===== config.mk =====
export PLATFORM = sky130hd
export DESIGN_NAME = nsfb_ram
export DESIGN_NICKNAME = d
export VERILOG_FILES = /design/src/sv/nav_string_frame_builder_core_defines.svh /design/src/sv/nsfb_ram.sv
export SDC_FILE = /design/constraint.sdc
export NUM_CORES = 1
export LEC_CHECK = 0
export ABC_CLOCK_PERIOD_IN_PS = 4300
export BUFFER_PORTS_ARGS = -buffer_cell sky130_fd_sc_hd__buf_4
export CORE_UTILIZATION = 40
export DETAILED_ROUTE_END_ITERATION = 6
export MAX_ROUTING_LAYER = met4
export PLACE_DENSITY = 0.56
export SLEW_MARGIN = 20
export SYNTH_ARGS = -nofsm -noshare
export SYNTH_HDL_FRONTEND = slang
export SYNTH_SLANG_ARGS = --single-unit

===== constraint.sdc =====
create_clock -name clk -period 4.3 [get_ports clk]
set_input_delay 0.645 -clock clk [delete_from_list [all_inputs] [get_ports clk]]
set_output_delay 0.645 -clock clk [all_outputs]
set_load 0.005 [all_outputs]

===== src/sv/nav_string_frame_builder_core_defines.svh =====
`ifndef NAV_STRING_FRAME_BUILDER_CORE_DEFINES_SVH
`define NAV_STRING_FRAME_BUILDER_CORE_DEFINES_SVH

// Same-cycle implication, sampled on clk, off while in reset.
`define NSFB_ASSERT_IMPL(label, cond, expr, msg) \
    label: assert property (@(posedge clk) disable iff (!rst_n) (cond) |-> (expr)) \
        else $error(msg);

// Next-cycle implication, sampled on clk, off while in reset.
`define NSFB_ASSERT_NEXT(label, cond, expr, msg) \
    label: assert property (@(posedge clk) disable iff (!rst_n) (cond) |=> (expr)) \
        else $error(msg);

`endif


===== src/sv/nsfb_ram.sv =====
module nsfb_ram #(
    parameter int DEPTH = 4,
    parameter int WIDTH = 32,
    localparam int AW = (DEPTH > 1) ? $clog2(DEPTH) : 1
) (
    input  logic             clk,
    input  logic             we,
    input  logic [AW-1:0]    waddr,
    input  logic [WIDTH-1:0] wdata,
    input  logic             re,
    input  logic [AW-1:0]    raddr,
    output logic [WIDTH-1:0] rdata
);

    logic [WIDTH-1:0] mem [DEPTH];
    logic [WIDTH-1:0] rdata_reg;

    always_ff @(posedge clk)
    begin
        if (we)
        begin
            mem[waddr] <= wdata;
        end
    end

    // read-before-write on a same-address collision
    always_ff @(posedge clk)
    begin
        if (re)
        begin
            rdata_reg <= mem[raddr];
        end
    end

    assign rdata = rdata_reg;

endmodule


==> impl_results.md <==
- Crit path DAT: about 1800 ps
- Area grow syn2layout: 23.5%
- DIE HEIGHT: about 120 um
- Cells after DPL: 447
- Post-route insts no fill: between 400 and 500
- Synthesis-stage register bit count: 160
- Syn nets: 242
- Dpl ws: 2130 ps
- Number of global-route vias before repair: 2,562
- Class of the worst hold path: in -> reg
- Startpoint types: input pin
- Critical path's slowest cell: mux4_1
- First-pass GRT wire length: around 14 mm
- Grt ovf: 0
- Final Critical Period: 1680 ps
- Max VDD drop: between 0.4 and 0.5 mV
- Worst path bufs/invs: 1
- Post_cts resized: 0
- Pre-antenna DRT Iters: 4
- Routed wire length: 9.45 mm
- Net count, final: 325
- CORE AREA: 13,800 sq um
- Final slew viol count: 0
- Number of remaining DRC errors: 0
- Worst-skew pair later-pin latency: between 400 and 500 ps
- Fmax achieved: ~0.6 GHz
- Pwr Density: roughly 520 nW/um^2
- Max clock buf depth: 2
- Tcrit/Tclk final: between 30% and 40%
- PortBufs: 70
- Post-CTS Setup Inserts: 0
- H-Tree Depth: 4
- Outcome: complete, no violations
- Initial antenna violation count: 0
- Max-cap violation count: 0
- Util after Layout: 50.5%
- Synthesis warning total: 0
- Row count: 43
- Post-synth design cell area: ~5700 sq um
- I/O pin cnt: 71
- Synth cell types: 9
- CP Class: in -> reg
- Full die area: about 15,000 sq um
- DR iter-0 viols: 157
- Gate Count Post-Synth: 203
- Area leader, netlist: edfxtp_1
- Reg clk slew, reported paths: 60 ps
- Drt via density: between 4 and 5
- Largest net degree at the start of global routing: 33
- Initial core utilization: 40.9%
- Average size of a mapped cell: 27.8 sq um
- DRT antenna net count: 0
- Post-DR wirelength/cell: 19.7 um
- Final hold vios: 0
- Setup TNS: 0 ps
- RD Place Congestion: ~0.64
- Die W: 121 um
- Worst Tran Pin Value: 906 ps
- Max incr delay on CP: 630 ps
- Antenna diodes: 0
- P_leak: around 2.4 nW
- Setup ws final: 2620 ps
- Via Count: approximately 2.4k
- Clock Sinks: 160
- Ratio of cells with drive above 1 in the final layout: 44.8%
- RSZ-0062 raised after global routing: no
- Relative slew slack: ~40%
- Root Buffer: clkbuf_16
- Yosys top cell area share: between 80% and 90%
- Synth top area cells: edfxtp_1 85%, mux4_2 12%, buf_12 1.1%
- Top delay family on crit path: multiplexers
- WP data required: about 4500 ps
- CP Capture Type: flip-flop
- Tot GR Track Use: between 10% and 20%
- Max reg flops: between 100 and 150
- # hold bufs at CTS: 0
- Total CTS buffers: 17
- Final setup viols: 0
- Worst Skew: 3.65 ps
- Register area share after synthesis: about 85%
- Max FO, Critical Path: 32
- CTS tree: built
- CP cell instances: buf_4 > mux4_1
-- power by group --
part / internal (mW) / total (mW) / switching (mW) / leakage [nW]
clock: 1.07 / 1.63 / 0.557 / 0.322
sequential: 1.81 / 1.84 / 0.0212 / 1.49
combinational: 0.0931 / 0.172 / 0.0791 / 0.575
total: 2.98 / 3.64 / 0.657 / 2.39
-- through the flow --
step	cell area [sq um]	hold slack [ps]	total power, mW
2_1_floorplan	5650	593	1.95
3_3_place_gp	6330	598	2.04
3_5_place_dp	6330	617	2.05
4_1_cts	6980	410	3.68
5_1_grt	6980	404	3.76
6_report	6980	429	3.64
-- synth_stat cells --
| cell type | instances |
|---|---|
| mux4_1 | 2 |
| buf_12 | 3 |
| nor3b_1 | 1 |
| mux4_2 | 30 |
| and3b_1 | 2 |
| edfxtp_1 | 160 |
| buf_6 | 1 |
| buf_2 | 3 |
| and3_1 | 1 |
-- metal layers --
metal	track usage (%)	up-vias	part of all wire (%)
met5	-	-	0
met4	4.40	0	0.84
met3	5.97	6	5.1
met2	23.0	65	51
met1	17.3	1230	43
li1	-	1051	-
-- cell families (layout without fill, tap and decap cells) --
family                 count (synthesis)  count (layout)  synth area share, %
DFF                                  160             160                 85.0
muxes                                 32              32                 12.9
buffers and inverters                  7             103                 1.53
and+or+nand+nor                        4               4                0.554
-- layout by cell type, fill, tap and decap left out --
cell / n
and3_2: 1
and3b_2: 2
buf_4: 71
bufinv_16: 6
clkbuf_16: 17
clkinv_1: 3
clkinv_2: 6
edfxtp_1: 160
mux4_1: 2
mux4_2: 30
nor3b_2: 1
-- path summary, 6_finish.rpt --
check	start	endpoint	slack (ps)	cells after the start
max	raddr[0]	rdata[0]	2620	2
min	wdata[28]	mem[3][28]	430	1
max reg2reg	mem[0][31]	rdata[31]	3180	1
min reg2reg	mem[3][31]	rdata[31]	620	1
-- area by class of cell --
class / count / area (sq um)
multi-input cells: 36 / 768
well taps: 180 / 225
clock inverters: 15 / 221
flip-flops and latches: 160 / 4800
fillers: 1085 / 6850
clock buffers: 17 / 425
repair buffers: 71 / 533
Power figures use the tool's default switching activity.
