## src/sv/nav_string_frame_builder_core_defines.svh

```systemverilog
`ifndef NAV_STRING_FRAME_BUILDER_CORE_DEFINES_SVH
`define NAV_STRING_FRAME_BUILDER_CORE_DEFINES_SVH

// Same-cycle implication, sampled on clk, off while in reset.
`define NSFB_ASSERT_IMPL(label, cond, expr, msg) \
    label: assert property (@(posedge clk) disable iff (!rst_n) (cond) |-> (expr)) \
        else $error(msg);

// Next-cycle implication, sampled on clk, off while in reset.
`define NSFB_ASSERT_NEXT(label, cond, expr, msg) \
    label: assert property (@(posedge clk) disable iff (!rst_n) (cond) |=> (expr)) \
        else $error(msg);

`endif

```

## src/sv/nsfb_pkg.sv

```systemverilog
package nsfb_pkg;

    localparam int TIME_W    = 30;
    localparam int WORD_W    = 32;
    localparam int SLOT_W    = 5;
    localparam int STR_W     = 4;
    localparam int WORDN_W   = 2;
    localparam int SAT_W     = 5;
    localparam int FRAME_W   = 3;
    localparam int ROW_W     = 7;

    localparam int STRING_MS        = 2000;
    localparam int EPH_STRINGS      = 4;
    localparam int WORDS_PER_STRING = 3;

    localparam int W0_BITS    = 21;
    localparam int DATA_W     = 85;
    localparam int CHECK_BITS = 7;
    localparam int PAD_BITS   = 7;
    localparam int NAV_BITS   = 100;
    localparam int HEAD_W     = 36;
    localparam int TAIL_W     = 64;

    typedef enum logic [0:0] {
        MODE_WRITE    = 1'b0,
        MODE_GENERATE = 1'b1
    } mode_t;

    typedef enum logic [1:0] {
        ST_STRING  = 2'd0,
        ST_BAD_SAT = 2'd1,
        ST_WRITTEN = 2'd2,
        ST_IGNORED = 2'd3
    } status_t;

    typedef struct packed {
        mode_t               mode;
        logic                to_almanac;
        logic [SLOT_W-1:0]   slot;
        logic [STR_W-1:0]    string_number;
        logic [WORDN_W-1:0]  word_number;
        logic [WORD_W-1:0]   word_value;
        logic [SAT_W-1:0]    satellite;
    } item_t;

    // Data bit n (1-based) sits at data[DATA_W-n]; check k covers every n with bit k set.
    function automatic logic [DATA_W-1:0] check_mask(input int k);
        logic [DATA_W-1:0] m;
        m = '0;
        for (int n = 1; n <= DATA_W; n++)
        begin
            if (((n >> k) & 1) != 0)
            begin
                m[DATA_W-n] = 1'b1;
            end
        end
        return m;
    endfunction

endpackage

```

## src/sv/nsfb_encoder.sv

```systemverilog
module nsfb_encoder (
    input  logic [nsfb_pkg::WORD_W-1:0] word0,
    input  logic [nsfb_pkg::WORD_W-1:0] word1,
    input  logic [nsfb_pkg::WORD_W-1:0] word2,
    output logic [nsfb_pkg::HEAD_W-1:0] bits_head,
    output logic [nsfb_pkg::TAIL_W-1:0] bits_tail
);
    import nsfb_pkg::*;

    logic [DATA_W-1:0]     data;
    logic [CHECK_BITS-1:0] chk;
    logic                  overall;
    logic [NAV_BITS-1:0]   nav;

    always_comb
    begin
        data = {word0[W0_BITS-1:0], word1, word2};
        for (int k = 0; k < CHECK_BITS; k++)
        begin
            // p1 lands in the MSB of chk
            chk[CHECK_BITS-1-k] = ^(data & check_mask(k));
        end
        overall   = (^data) ^ (^chk);
        nav       = {chk, overall, {PAD_BITS{1'b0}}, data};
        bits_head = nav[NAV_BITS-1 -: HEAD_W];
        bits_tail = nav[TAIL_W-1:0];
    end

endmodule
```

## config.mk

```make
export PLATFORM = sky130hd
export DESIGN_NAME = nsfb_encoder
export DESIGN_NICKNAME = d
export VERILOG_FILES = /design/src/sv/nav_string_frame_builder_core_defines.svh /design/src/sv/nsfb_pkg.sv /design/src/sv/nsfb_encoder.sv
export SDC_FILE = /design/constraint.sdc
export NUM_CORES = 1
export LEC_CHECK = 0
export ABC_AREA = 1
export BUFFER_PORTS_ARGS = -buffer_cell sky130_fd_sc_hd__buf_2
export CAP_MARGIN = 10
export CORE_MARGIN = 5
export CORE_UTILIZATION = 50
export DETAILED_ROUTE_END_ITERATION = 10
export PLACE_DENSITY = 0.89
export RECOVER_POWER = 25
export SLEW_MARGIN = 5
export SYNTH_ARGS = -nofsm -noshare
export SYNTH_HDL_FRONTEND = slang
export SYNTH_SLANG_ARGS = --single-unit
```

## constraint.sdc

```tcl
create_clock -name vclk -period 2.9
set_input_delay 0.435 -clock vclk [all_inputs]
set_output_delay 0.435 -clock vclk [all_outputs]
set_load 0.05 [all_outputs]
```

==> impl_metrics.csv <==
group,metric,value,unit
floorplanning,rows,33,
cells_and_area,final_cell_mix,"nand2_1, buf_2, inv_1, nand2_2, nand3_1",
global_route,grt_pass1_vias,4235,
job,drv_cap,0,
routing,routed_via_density,4.49,
worst_setup_path,critPathMaxStageDelay,160,ps
power,p_switching,1.53,mW
synth,syn_area,4290,µm²
floorplanning,initial_core_util,0.517,
floorplanning,die_y,103,µm
timing,setup_viol,0,
routing,post-route-drc-count,0,
synth,synth_area_per_cell,4.80,µm²
synth,synthXorXnorAreaFrac,0.179,
place,dp.cells,1089,
cells_and_area,register_area,0,µm²
power,peakVddDrop,0.359,mV
worst_hold_path,min_path_type,"in2out",
synth,synth_top_family_by_area,"simple AND/OR/NAND/NOR gates",
worst_setup_path,worstSetupStartpointType,"input pin",
timing,finalHoldViolations,0,
outcome,outcome,"finished, final reports clean",
synth,yosysUniqueCellTypes,17,
routing,dr.first_iter.drc_count,121,
synth,syn_inst,894,
power,total_power,2.22,mW
global_route,grt_max_degree,7,
worst_setup_path,path_buf_inv,4,
global_route,antenna_found_initial,0,
cells_and_area,layout_commonest_cell,"nand2_1",
worst_setup_path,cp-end-kind,"primary output",
routing,via_count,4902,
timing,slew_viol_final,0,
worst_setup_path,crit_fanout,5,
power,p_leak,3.25,nW
place,place.gp.congestion,0.831,
cells_and_area,clock_buffers,0,
place,portBuffers,178,
worst_setup_path,critical-path-top-delay-family,"simple AND/OR/NAND/NOR gates",
worst_setup_path,crit_type,"in2out",
timing,worstMarginPinSlew,606,ps
worst_setup_path,worstPathArrival,2260,ps
worst_setup_path,slowest_stage,"buf_6",
power,pwr-share-clk,0,
power,combPwrFrac,1.000,
power,internal_power,0.686,mW
floorplanning,die_w,103,µm
timing,fmax,370,MHz
synth,yosysWarnings,0,
floorplanning,pin_count,196,
routing,wl_per_cell,9.24,µm
power,p_sw_frac,0.690,
cts,cts_hold_buf,0,
cells_and_area,diodes,0,
power,powerDensity,456,nW/µm²
worst_setup_path,path_cells,"buf_2 -> inv_1 -> nand2_1 -> nand2_2 -> nand2_1 -> nand2_2 -> nand2_1 -> nand2_1 -> nand2_1 -> nand2_1 -> nand2_2 -> nand2_4 -> nand2_2 -> nand2_1 -> nand2_1 -> nand2_2 -> inv_1 -> nand3_1 -> nand2_1 -> nand2_1 -> nand3_2 -> nand2_2 -> buf_6",
timing,layout_min_cycle_time,2700,ps
synth,synth_compound_area_frac,0.00117,
worst_setup_path,cpMostUsedCell,"nand2_1",
timing,period_share,0.931,
routing,drt.antenna.violating_nets,0,
global_route,overflow,0,
power,power.share.sequential,0,
global_route,grtUsageTotal,0.174,
floorplanning,coreArea,8300,µm²
place,hpwl,8920,µm
routing,routed_wl,10100,µm
synth,muxShareOfSynthArea,0,
cells_and_area,final_cells,1091,
cells_and_area,nFlopsAndLatches,0,
synth,ys_seq_area_frac,0,
global_route,grt_pass1_wl,16000,µm
synth,yosys.area_share.simple,0.560,
floorplanning,die_area,10500,µm²
cells_and_area,area_delta_synth_final,13.4,%
synth,synth_adder_area_share,0,
timing,max_slew_margin,0.598,
routing,first_pass_iters,4,
worst_setup_path,required,2470,ps
cells_and_area,fin_nets,1084,
cells_and_area,drive_gt1_frac,0.263,
## layer usage
| metal | track usage | share of wire | vias up |
|---|---|---|---|
| met5 | 0 | 0 | - |
| met4 | 0.0373 | 0.016 | 0 |
| met3 | 0.0122 | 0.066 | 12 |
| met2 | 0.339 | 0.50 | 117 |
| met1 | 0.205 | 0.42 | 2047 |
| li1 | - | - | 2726 |
## final cells by class
cell class	count	area (µm²)
fillers	895	3440
multi-input cells	698	3410
repair buffers	180	911
inverters	108	408
well taps	105	131
## logic make-up after synthesis
logic type                Yosys count
AOI/OAI and AO/OA                   1
other                               1
buffers and inverters             202
and+or+nand+nor                   610
xor gates and xnor gates           80
## power groups by stage
stage                     registers [mW]  clock network [mW]  logic [mW]
after global routing                   0                   0        2.45
after CTS                              0                   0        2.07
after detailed placement               0                   0        2.07
after global placement                 0                   0        2.03
final                                  0                   0        2.22
after floorplan                        0                   0        1.75
## Yosys cell counts (all sizes together)
master    n  area (µm²)
nand4     1        6.26
xor2     36         345
clkbuf    1        5.00
nand3    53         280
o21ai     1        5.00
or2       1        6.26
conb      1        3.75
buf      93         698
nor2      8        30.0
inv     108         405
xnor2    44         423
nand2   547        2080
## repair_timing
action	in CTS	in global routing
endpoints found under the setup margin	0	1
resized for setup	0	79
setup buffers	0	2
## stage by stage
stage / instance area (µm²) / hold WS, ps / utilization / setup TNS (ps) / worst slack (ps)
2_1_floorplan: 4310 / 1040 / - / 0 / 66.7
3_3_place_gp: 4630 / 1180 / 0.558 / 0 / 158
3_5_place_dp: 4630 / 1180 / 0.558 / 0 / 79.3
4_1_cts: 4630 / 1180 / 0.558 / 0 / 73.7
5_1_grt: 4860 / 1210 / 0.586 / -36.6 / -36.6
6_report: 4860 / 1190 / 0.586 / 0 / 200
## final timing paths
kind / from / endpoint / slack (ps) / cells past startpoint
worst max-delay path: word1[10] / bits_head[28] / 200 / 23
worst min-delay path: word1[25] / bits_tail[57] / 1190 / 2
(Power assumes the default switching activity.)
