<file path="config.mk">
export PLATFORM = sky130hd
export DESIGN_NAME = nsfb_slot_calc
export DESIGN_NICKNAME = d
export VERILOG_FILES = /design/src/sv/nav_string_frame_builder_core_defines.svh /design/src/sv/nsfb_pkg.sv /design/src/sv/nsfb_slot_calc.sv
export SDC_FILE = /design/constraint.sdc
export NUM_CORES = 2
export LEC_CHECK = 0
export BUFFER_PORTS_ARGS = -buffer_cell sky130_fd_sc_hd__buf_2
export CAP_MARGIN = 10
export CELL_PAD_IN_SITES_DETAIL_PLACEMENT = 1
export CELL_PAD_IN_SITES_GLOBAL_PLACEMENT = 2
export CORE_UTILIZATION = 45
export DETAILED_ROUTE_END_ITERATION = 8
export PLACE_DENSITY_LB_ADDON = 0.25
export SLEW_MARGIN = 40
export SYNTH_ARGS = -nofsm -noshare
export SYNTH_HDL_FRONTEND = slang
export SYNTH_SLANG_ARGS = --single-unit
</file>
<file path="constraint.sdc">
create_clock -name clk -period 6.2 [get_ports clk]
set_input_delay 0.31 -clock clk [delete_from_list [all_inputs] [get_ports clk]]
set_output_delay 0.31 -clock clk [all_outputs]
set_load 0.03 [all_outputs]
</file>
<file path="src/sv/nav_string_frame_builder_core_defines.svh">
`ifndef NAV_STRING_FRAME_BUILDER_CORE_DEFINES_SVH
`define NAV_STRING_FRAME_BUILDER_CORE_DEFINES_SVH

// Same-cycle implication, sampled on clk, off while in reset.
`define NSFB_ASSERT_IMPL(label, cond, expr, msg) \
    label: assert property (@(posedge clk) disable iff (!rst_n) (cond) |-> (expr)) \
        else $error(msg);

// Next-cycle implication, sampled on clk, off while in reset.
`define NSFB_ASSERT_NEXT(label, cond, expr, msg) \
    label: assert property (@(posedge clk) disable iff (!rst_n) (cond) |=> (expr)) \
        else $error(msg);

`endif

</file>
<file path="src/sv/nsfb_pkg.sv">
package nsfb_pkg;

    localparam int TIME_W    = 30;
    localparam int WORD_W    = 32;
    localparam int SLOT_W    = 5;
    localparam int STR_W     = 4;
    localparam int WORDN_W   = 2;
    localparam int SAT_W     = 5;
    localparam int FRAME_W   = 3;
    localparam int ROW_W     = 7;

    localparam int STRING_MS        = 2000;
    localparam int EPH_STRINGS      = 4;
    localparam int WORDS_PER_STRING = 3;

    localparam int W0_BITS    = 21;
    localparam int DATA_W     = 85;
    localparam int CHECK_BITS = 7;
    localparam int PAD_BITS   = 7;
    localparam int NAV_BITS   = 100;
    localparam int HEAD_W     = 36;
    localparam int TAIL_W     = 64;

    typedef enum logic [0:0] {
        MODE_WRITE    = 1'b0,
        MODE_GENERATE = 1'b1
    } mode_t;

    typedef enum logic [1:0] {
        ST_STRING  = 2'd0,
        ST_BAD_SAT = 2'd1,
        ST_WRITTEN = 2'd2,
        ST_IGNORED = 2'd3
    } status_t;

    typedef struct packed {
        mode_t               mode;
        logic                to_almanac;
        logic [SLOT_W-1:0]   slot;
        logic [STR_W-1:0]    string_number;
        logic [WORDN_W-1:0]  word_number;
        logic [WORD_W-1:0]   word_value;
        logic [SAT_W-1:0]    satellite;
    } item_t;

    // Data bit n (1-based) sits at data[DATA_W-n]; check k covers every n with bit k set.
    function automatic logic [DATA_W-1:0] check_mask(input int k);
        logic [DATA_W-1:0] m;
        m = '0;
        for (int n = 1; n <= DATA_W; n++)
        begin
            if (((n >> k) & 1) != 0)
            begin
                m[DATA_W-n] = 1'b1;
            end
        end
        return m;
    endfunction

endpackage

</file>
<file path="src/sv/nsfb_slot_calc.sv">
module nsfb_slot_calc #(
    parameter int STRINGS_PER_FRAME = 15,
    parameter int ALMANAC_FRAMES    = 5
) (
    input  logic                          clk,
    input  logic                          rst_n,
    input  logic                          advance,
    input  logic                          a_valid,
    input  nsfb_pkg::item_t               a_item,
    input  logic [nsfb_pkg::TIME_W-1:0]   a_time_ms,
    output logic                          d_valid,
    output nsfb_pkg::item_t               d_item,
    output logic [nsfb_pkg::STR_W-1:0]    d_string,
    output logic [nsfb_pkg::FRAME_W-1:0]  d_frame
);
    import nsfb_pkg::*;

    // floor(x/D) = (x*ceil(2^(N+l)/D)) >> (N+l), l = ceil(log2 D), exact for x < 2^N
    localparam int PW   = 2 * TIME_W + 1;
    localparam int D1   = STRING_MS;
    localparam int K1   = TIME_W + $clog2(D1);
    localparam longint unsigned M1 = ((64'd1 << K1) + D1 - 1) / D1;
    localparam int Q1_W = TIME_W - $clog2(D1 + 1) + 1;

    localparam int D2   = STRING_MS * STRINGS_PER_FRAME;
    localparam int K2   = TIME_W + $clog2(D2);
    localparam longint unsigned M2 = ((64'd1 << K2) + D2 - 1) / D2;
    localparam int Q2_W = TIME_W - $clog2(D2 + 1) + 1;

    localparam int P3W  = 2 * Q2_W + 1;
    localparam int K3   = Q2_W + $clog2(ALMANAC_FRAMES);
    localparam longint unsigned M3 =
        ((64'd1 << K3) + ALMANAC_FRAMES - 1) / ALMANAC_FRAMES;
    localparam int Q3_W = Q2_W - $clog2(ALMANAC_FRAMES + 1) + 1;

    logic [PW-1:0]    prod1;
    logic [PW-1:0]    prod2;
    logic [P3W-1:0]   prod3;
    logic [Q1_W-1:0]  str_full;
    logic [Q2_W-1:0]  frame_full;

    logic             b_valid_reg;
    item_t            b_item_reg;
    logic [Q1_W-1:0]  b_q1_reg;
    logic [Q2_W-1:0]  b_q2_reg;

    logic             c_valid_reg;
    item_t            c_item_reg;
    logic [Q2_W-1:0]  c_q2_reg;
    logic [Q3_W-1:0]  c_q3_reg;
    logic [STR_W-1:0] c_string_reg;

    logic               d_valid_reg;
    item_t              d_item_reg;
    logic [STR_W-1:0]   d_string_reg;
    logic [FRAME_W-1:0] d_frame_reg;

    // stage B: string count and frame count since week start
    assign prod1 = PW'(a_time_ms) * PW'(M1);
    assign prod2 = PW'(a_time_ms) * PW'(M2);

    // stage C: string within frame, frame count divided by frame total
    assign prod3    = P3W'(b_q2_reg) * P3W'(M3);
    assign str_full = b_q1_reg - Q1_W'(b_q2_reg) * Q1_W'(STRINGS_PER_FRAME);

    // stage D: frame index
    assign frame_full = c_q2_reg - Q2_W'(c_q3_reg) * Q2_W'(ALMANAC_FRAMES);

    always_ff @(posedge clk or negedge rst_n)
    begin
        if (!rst_n)
        begin
            b_valid_reg <= 1'b0;
            c_valid_reg <= 1'b0;
            d_valid_reg <= 1'b0;
        end
        else if (advance)
        begin
            b_valid_reg <= a_valid;
            c_valid_reg <= b_valid_reg;
            d_valid_reg <= c_valid_reg;
        end
    end

    always_ff @(posedge clk)
    begin
        if (advance)
        begin
            b_item_reg   <= a_item;
            b_q1_reg     <= prod1[K1+Q1_W-1:K1];
            b_q2_reg     <= prod2[K2+Q2_W-1:K2];

            c_item_reg   <= b_item_reg;
            c_q2_reg     <= b_q2_reg;
            c_q3_reg     <= prod3[K3+Q3_W-1:K3];
            c_string_reg <= str_full[STR_W-1:0];

            d_item_reg   <= c_item_reg;
            d_string_reg <= c_string_reg;
            d_frame_reg  <= frame_full[FRAME_W-1:0];
        end
    end

    assign d_valid  = d_valid_reg;
    assign d_item   = d_item_reg;
    assign d_string = d_string_reg;
    assign d_frame  = d_frame_reg;

endmodule

</file>
==> out/results.txt <==
status -> finished with violations
failing checks -> negative setup slack
Hold Violations, Final -> 0
Buffers on Ports -> 141
Die W -> 280.5 um
Worst Hold Class -> input pin to flip-flop
R2R Setup Slk -> 0.65 ns
Synth Flop Type -> edfxtp_1
latest clock arrival within the worst-skew pair -> 0.45 ns
CTS tree -> built
largest net degree at the start of global routing -> 122
Initial Util -> 45.72%
layout cells sized above 1 -> 20.76%
Fillers -> 8194
nets -> 5125
DRC -> 0
worst path arrival time -> 6.75 ns
Distinct cells, synth -> 62
most frequent cells in the layout -> 1053 x inv_1, 673 x fa_1, 644 x ha_1
worst-margin pin slew -> 0.5907 ns
Synth Net Count -> 4526
commonest non-fill, non-tap cell in the layout -> inv_1
routed len/inst -> 24.01 um
DP HPWL -> 101600 um
FF-to-FF End -> c_q3_reg[2]$_DFFE_PP_
RR Startpoint -> b_q2_reg[0]$_DFFE_PP_
GRT overflow -> 0
register area -> 5690 um2
drt first pass iters -> 4
# IOs -> 142
antenna viol nets, final -> 0
pre-CTS setup slack -> -1.242 ns
Reg2Reg Depth -> 16
Max H-tree Level -> 4
Final Max Slew Viols -> 0
CTS root buffer -> clkbuf_16
RSZ-0062 raised after global routing -> true
CP Class -> input pin to flip-flop
vias in the first global route -> 28183
Sink Count -> 190
routed via count -> 23581
synthesized area -> 34890 um2
yosys warns -> 0
Core Rows -> 101
Core ar. -> 76330 um2
Setup crit end kind -> flip-flop
fin crit share -> 105.8%
maximum fanout along the worst path -> 3
overall die area -> 78660 um2
Placement Cell Area -> 40020 um2
synthesized instance count -> 3069
Seq/Total Area, Yosys -> 16.31%
relative slew slack -> 60.62%
vias per inst -> 5.004
clock transition at the registers of the reported paths -> 0.09 ns
Clock Skew -> 0.01450 ns
global-route wire length before repair -> 171300 um
Worst Setup EP -> b_q2_reg[14]$_DFFE_PP_
fin worst setup slack -> -0.3598 ns
Global Route Usage Sum -> 29.93%
post-synthesis register bit count -> 190
Worst Setup Start Kind -> input pin
Post-synth EDFFs -> 187
Die Y -> 280.5 um
starting DRC count in detailed routing -> 941
number of max-cap violations -> 0
final WL -> 113100 um
initial antenna violation count -> 2
routability cong. -> 0.9841
async set-reset flop share out of synthesis -> 1.579%
fmax -> 0.1524 GHz
cell area after layout -> 41970 um2
Crit. Startpoint -> a_time_ms[11]
Layout area overhead -> 20.27%
Period minus WS final -> 6.560 ns
Num CTS Buffers -> 17
maximum clock insertion buffer count -> 2
synthesized area per cell -> 11.37 um2
area of the multi-input gates -> 25910 um2
count of final setup violators -> 20
Util after Layout -> 54.98%
CP required -> 6.39 ns
-- Yosys cell counts (3+ instances only) --
cell type	instances	area, um2
or3_1	3	18.77
dfrtp_1	3	75.07
xor2_1	13	113.9
edfxtp_1	187	5615
o211ai_1	10	75.07
o21ai_0	27	135.1
nand3_1	16	80.08
a211o_1	3	26.28
o21bai_1	8	60.06
o21ai_1	6	30.03
mux2_2	3	33.78
nand2_1	33	123.9
nand2b_1	4	25.02
o21a_1	8	60.06
and2_1	4	25.02
o31ai_1	3	22.52
and3_1	7	43.79
a31oi_1	8	50.05
nor2_1	27	101.4
nand4_1	14	87.58
xnor2_1	50	437.9
o2111ai_1	3	26.28
nor2b_1	8	50.05
a41oi_1	4	35.03
or2_2	5	31.28
nor3_1	13	65.06
a21oi_1	55	275.3
inv_1	1084	4069
ha_1	681	8521
a211oi_1	8	60.06
fa_1	692	13850
a21o_1	43	322.8
-- cell families (layout without fill, tap and decap cells) --
logic type | after synthesis | count (layout) | synth area share, %
other | 0 | 1 | 0
buffers and inverters | 1086 | 1698 | 11.68
and+or+nand+nor | 141 | 141 | 2.040
xor gates and xnor gates | 63 | 63 | 1.581
DFF | 190 | 190 | 16.31
AOI/OAI and AO/OA | 211 | 211 | 4.113
adders and majority gates | 1373 | 1373 | 64.12
muxes | 5 | 5 | 0.1542
-- critical path: stages --
cell and delay, ns:
buf_8 0.10, fa_2 0.55, buf_6 0.16, fa_1 0.48, inv_2 0.04, fa_1 0.54, inv_2 0.04, fa_1 0.53
inv_2 0.05, fa_1 0.53, inv_1 0.05, fa_1 0.45, fa_1 0.52, inv_2 0.05, fa_1 0.49, inv_2 0.05
ha_4 0.23, a21oi_4 0.19, o21ai_2 0.07, a32oi_1 0.24, o2111ai_1 0.17, buf_4 0.20, or2_4 0.24, a31oi_4 0.17
o211ai_1 0.13, xnor2_1 0.15
-- cell type report --
cell class	count	area share, %
Multi-Input combinational cell	1793	61.74
Inverter	1084	9.722
Sequential cell	190	13.56
Antenna cell	1	0.005963
Tap cell	1030	3.071
Clock inverter	15	0.5337
Timing Repair Buffer	582	10.35
Clock buffer	17	1.014
-- how the worst min path moves through the flow --
stage                     startpoint                       end  slack [ns]  cells after the start
after detailed placement       rst_n   c_valid_reg$_DFFE_PN0P_        0.11                      1
after global routing      a_item[34]  b_item_reg[34]$_DFFE_PP_        0.01                      1
after floorplan                rst_n   b_valid_reg$_DFFE_PN0P_        0.01                      0
final                     a_item[28]  b_item_reg[28]$_DFFE_PP_        0.03                      1
after CTS                 a_item[34]  b_item_reg[34]$_DFFE_PP_        0.02                      1
after global placement         rst_n       d_valid$_DFFE_PN0P_        0.10                      1
-- layer usage --
metal,track usage (%),routed length (um),up-vias
li1,-,-,10601
met1,36.64,46440,12340
met2,55.05,58760,457
met3,2.207,3330,181
met4,10.69,4598,2
met5,0,12,-
-- stage by stage --
stage | instances | TNS (ns) | hold WS (ns)
global route | 4712 | -7.941 | 0.01485
finish | 4712 | -4.454 | 0.03076
floorplan | 3069 | -0.09961 | 0.01441
detailed placement | 4642 | -21.01 | 0.1110
global placement | 4641 | -19.11 | 0.1044
CTS | 4694 | -4.404 | 0.01771
-- timing repair --
item / 4_1_cts / 5_1_grt
resized for setup: 140 / 69
pin swaps: 64 / 67
hold buffers: 1 / 0
buffers inserted: 21 / 17
endpoints found under the setup margin: 20 / 20
hold endpoints to repair: 3 / 0
Power is not shown: default switching activity piles up to over one toggle a cycle in this logic, so the estimate is an artifact.
